$ cat src/design/pidpi_pkg.sv
// ----------------------------------------------------------------------------
// pidpi_pkg: shared constants and codes of the pid controller
// defaults for the number format, register indexes and mode codes
// ----------------------------------------------------------------------------
package pidpi_pkg;

    localparam int DATA_WIDTH_DEF = 32;
    localparam int FRAC_BITS_DEF  = 16;

    // register index port width
    localparam int CFG_INDEX_W = 3;

    typedef enum logic [CFG_INDEX_W-1:0] {
        CFG_MODE_SELECT  = 3'd0,
        CFG_GAIN_P       = 3'd1,
        CFG_GAIN_I       = 3'd2,
        CFG_GAIN_D       = 3'd3,
        CFG_DRIVE_MAX    = 3'd4,
        CFG_DRIVE_MIN    = 3'd5,
        CFG_INTEGRAL_MAX = 3'd6,
        CFG_INTEGRAL_MIN = 3'd7
    } cfg_index_t;

    typedef enum logic {
        MODE_POSITIONAL  = 1'b0,
        MODE_INCREMENTAL = 1'b1
    } mode_t;

endpackage

$ cat src/design/pidpi_cfg_regs.sv
// ----------------------------------------------------------------------------
// pidpi_cfg_regs: configuration register file
// write-only registers for mode, gains and clamp limits
// ----------------------------------------------------------------------------
module pidpi_cfg_regs
    import pidpi_pkg::*;
#(
    parameter int DATA_WIDTH = DATA_WIDTH_DEF
) (
    input  logic                         aclk,
    input  logic                         aresetn,
    input  logic                         cfg_wen,
    input  logic [CFG_INDEX_W-1:0]       cfg_index,
    input  logic [DATA_WIDTH-1:0]        cfg_wdata,
    output mode_t                        mode,
    output logic signed [DATA_WIDTH-1:0] gain_p,
    output logic signed [DATA_WIDTH-1:0] gain_i,
    output logic signed [DATA_WIDTH-1:0] gain_d,
    output logic signed [DATA_WIDTH-1:0] drive_max,
    output logic signed [DATA_WIDTH-1:0] drive_min,
    output logic signed [DATA_WIDTH-1:0] integral_max,
    output logic signed [DATA_WIDTH-1:0] integral_min
);

    localparam logic [DATA_WIDTH-1:0] SMAX = {1'b0, {(DATA_WIDTH-1){1'b1}}};
    localparam logic [DATA_WIDTH-1:0] SMIN = {1'b1, {(DATA_WIDTH-1){1'b0}}};

    mode_t                 mode_reg;
    logic [DATA_WIDTH-1:0] gain_p_reg, gain_i_reg, gain_d_reg;
    logic [DATA_WIDTH-1:0] drive_max_reg, drive_min_reg;
    logic [DATA_WIDTH-1:0] integral_max_reg, integral_min_reg;

    always_ff @(posedge aclk) begin
        if (!aresetn) begin
            mode_reg         <= MODE_POSITIONAL;
            gain_p_reg       <= '0;
            gain_i_reg       <= '0;
            gain_d_reg       <= '0;
            drive_max_reg    <= SMAX;
            drive_min_reg    <= SMIN;
            integral_max_reg <= SMAX;
            integral_min_reg <= SMIN;
        end else if (cfg_wen) begin
            case (cfg_index_t'(cfg_index))
                CFG_MODE_SELECT:  mode_reg         <= mode_t'(cfg_wdata[0]);
                CFG_GAIN_P:       gain_p_reg       <= cfg_wdata;
                CFG_GAIN_I:       gain_i_reg       <= cfg_wdata;
                CFG_GAIN_D:       gain_d_reg       <= cfg_wdata;
                CFG_DRIVE_MAX:    drive_max_reg    <= cfg_wdata;
                CFG_DRIVE_MIN:    drive_min_reg    <= cfg_wdata;
                CFG_INTEGRAL_MAX: integral_max_reg <= cfg_wdata;
                CFG_INTEGRAL_MIN: integral_min_reg <= cfg_wdata;
                default: ;
            endcase
        end
    end

    assign mode         = mode_reg;
    assign gain_p       = $signed(gain_p_reg);
    assign gain_i       = $signed(gain_i_reg);
    assign gain_d       = $signed(gain_d_reg);
    assign drive_max    = $signed(drive_max_reg);
    assign drive_min    = $signed(drive_min_reg);
    assign integral_max = $signed(integral_max_reg);
    assign integral_min = $signed(integral_min_reg);

endmodule

$ cat config.mk
export PLATFORM = sky130hd
export DESIGN_NAME = pidpi_cfg_regs
export DESIGN_NICKNAME = d
export VERILOG_FILES = /design/src/design/pidpi_pkg.sv /design/src/design/pidpi_cfg_regs.sv
export SDC_FILE = /design/constraint.sdc
export NUM_CORES = 1
export LEC_CHECK = 0
export BUFFER_PORTS_ARGS = -buffer_cell sky130_fd_sc_hd__buf_2
export CORE_MARGIN = 8
export CORE_UTILIZATION = 30
export DETAILED_ROUTE_END_ITERATION = 10
export PLACE_DENSITY = 0.64
export SLEW_MARGIN = 20
export SYNTH_ARGS = -nofsm -noshare
export SYNTH_HDL_FRONTEND = slang
export SYNTH_SLANG_ARGS = --single-unit
export TNS_END_PERCENT = 30
$ cat constraint.sdc
create_clock -name aclk -period 1.05 [get_ports aclk]
set_input_delay 0.21 -clock aclk [delete_from_list [all_inputs] [get_ports aclk]]
set_output_delay 0.21 -clock aclk [all_outputs]
set_load 0.005 [all_outputs]
==> results.json <==
{
  "status": "finished, violations left",
  "violations": "setup timing",
  "globalRouteOverflowTotal": 0,
  "final_common_cell": "mux2i_1",
  "arrival_ns": 0.98,
  "first_iter_violations": 203,
  "dp.cells": 1438,
  "grt_pass1_wl_mm": 41.0,
  "fin_worst_skew_ns": 0,
  "postRouteAntennaNets": 0,
  "cts_max_path_buffers": 3,
  "worst_pin_slew_ns": 0.304,
  "seq_area_um2": 4790,
  "timing.slew.headroom": 0.797,
  "syn_avg_cell_area_um2": 10.8,
  "fp.dieH_um": 186,
  "fin_ws_ns": -0.141,
  "path_buf_inv": 1,
  "wl_met3_mm": 2.34,
  "fmax_mhz": 840,
  "cts_root_buf": "clkbuf_16",
  "drc": 0,
  "cp_top_family": "flip-flops",
  "cp-end-kind": "primary output",
  "setup_viol": 225,
  "syn_nets": 845,
  "coreArea_um2": 28600,
  "period_minus_slack_ns": 1.19,
  "multi_input_area_um2": 3720,
  "worstHoldStart": "cfg_wdata[15]",
  "worstRegToRegCells": 3,
  "grt_pass1_vias": 7177,
  "syn_to_final_growth_pct": 51.8,
  "antenna_found_initial": 0,
  "reg2reg_slack_ns": 0.28,
  "syn_inst": 807,
  "crit_slowest_cell": "dfxtp_2",
  "wire_per_inst_um": 18.1,
  "path_clk_slew_ns": 0.07,
  "holdPathStages": 3,
  "p_per_area_nw_per_um2": 1490,
  "drv_slew": 0,
  "slowest_delay_ns": 0.36,
  "yosysUniqueCellTypes": 14,
  "start_util": 0.304,
  "synth_seq_area_share": 0.518,
  "wl_met2_mm": 13.5,
  "synth-seq-cells": 225,
  "period_share": 1.13,
  "io_pins": 263,
  "cts_tree": "built",
  "routed_wl_mm": 27.7,
  "stdcell_area_um2": 13200,
  "final_cell_mix": "mux2i_1 (225), dfxtp_2 (224), nand2_1 (193), buf_6 (152), buf_2 (109)",
  "routed-via-count": 6751,
  "hold_viol": 0,
  "cp-start-kind": "flip-flop",
  "dp_hpwl_mm": 19.9,
  "nets": 1168,
  "die-area_um2": 34700,
  "crit_type": "flip-flop to primary output",
  "total_power_mw": 19.7,
  "grtUsageTotal": 0.151,
  "maxCapViolCount": 0,
  "h-tree-depth": 1,
  "vias_per_cell": 4.41,
  "synth_warnings": 0,
  "r2r-start": "drive_max[20]",
  "post_dp_cell_area_um2": 10700,
  "grt_max_degree": 36,
  "place.port_buffers": 262,
  "ir_drop_uv": 1050,
  "min_path_type": "input port to flip-flop",
  "cts-buffers-inserted": 25,
  "drtPass1Iterations": 4,
  "timing.rr.end": "drive_max[20]",
  "grt_setup_unrepaired": "true",
  "rows": 62,
  "wl_met1_mm": 11.1,
  "die_w_um": 186,
  "layoutNonFillerInstCount": 1532,
  "insertion_delay_ns": 0.51,
  "synth_area_um2": 8700,
  "required_ns": 0.84,
  "place.gp.congestion": 0.805,
  "cp_cell_sequence": "buf_6",
  "cts.sinks": 225,
  "top_layer": "met4",
  "cp_max_fo": 2,
  "fillers": 2593,
  "drive_above_1_share": 0.522,
  "p_leak_nw": 6.07,
  "hold-path-endpoint": "integral_max[15]"
}
==> synth_stat cells, drive strengths merged <==
cell    count  area [um2]
dfxtp     225        4500
buf        50         447
mux2i     225        2250
and4bb      3        37.5
nand4       1        12.5
nand4b      3        71.3
nand2     193         724
clkbuf     10        37.5
nor4b       1        8.76
nor2b      96         601
==> cell families (layout without fill, tap and decap cells) <==
logic type / after synthesis / count (layout) / synth area share
buffers and inverters: 60 / 400 / 0.0557
flip-flops: 225 / 225 / 0.518
multiplexers: 225 / 225 / 0.259
other: 0 / 1 / 0
AND/OR/NAND/NOR: 297 / 297 / 0.167
==> routing by layer <==
| layer | global-route usage | vias up |
|---|---|---|
| met5 | 0 | - |
| met4 | 0.0464 | 0 |
| met3 | 0.0447 | 45 |
| met2 | 0.269 | 222 |
| met1 | 0.171 | 3191 |
| li1 | - | 3293 |
==> metrics by stage <==
| step | util | hold slack, ns | worst slack [ns] | TNS [ns] |
|---|---|---|---|---|
| CTS | 0.444 | 0.00258 | -0.176 | -32.04 |
| detailed placement | 0.373 | 0.445 | -0.280 | -37.22 |
| finish | 0.461 | 0.0173 | -0.141 | -24.93 |
| global placement | 0.373 | 0.439 | -0.246 | -31.38 |
| floorplan | - | 0.380 | -0.0538 | -4.26 |
| global route | 0.461 | 0.0138 | -0.184 | -33.74 |
==> what timing repair did <==
item,4_1_cts,5_1_grt
buffers inserted,6,17
resized for setup,319,60
setup endpoints to repair,225,225
hold buffers,26,0
endpoints found under the hold margin,45,0
==> worst max path at each step <==
| stage | start | end | slack (ns) | depth (start not counted) |
|---|---|---|---|---|
| final | gain_d[31] | gain_d[31] | -0.14 | 1 |
| after global routing | gain_i[26] | gain_i[26] | -0.18 | 1 |
| after CTS | gain_d[31] | gain_d[31] | -0.18 | 1 |
| after detailed placement | cfg_index[1] | gain_p[6] | -0.28 | 4 |
| after global placement | cfg_index[1] | gain_p[19] | -0.25 | 4 |
| after floorplan | cfg_index[1] | gain_p[10] | -0.05 | 5 |
==> area by class of cell <==
cell class / count / area share
clock buffers: 37 / 0.0546
clock inverters: 7 / 0.0107
repair buffers: 356 / 0.254
diodes: 1 / 0.000190
flip-flops and latches: 225 / 0.363
multi-input cells: 522 / 0.281
well taps: 384 / 0.0364
==> power breakdown <==
group          switching [mW]  total, mW  leakage (nW)  internal (mW)
registers               0.135       8.90          1.87           8.76
logic                   0.763       1.61          3.78          0.843
clock network            3.48       9.19         0.417           5.71
Note: power is estimated with default switching activity, not from simulation.
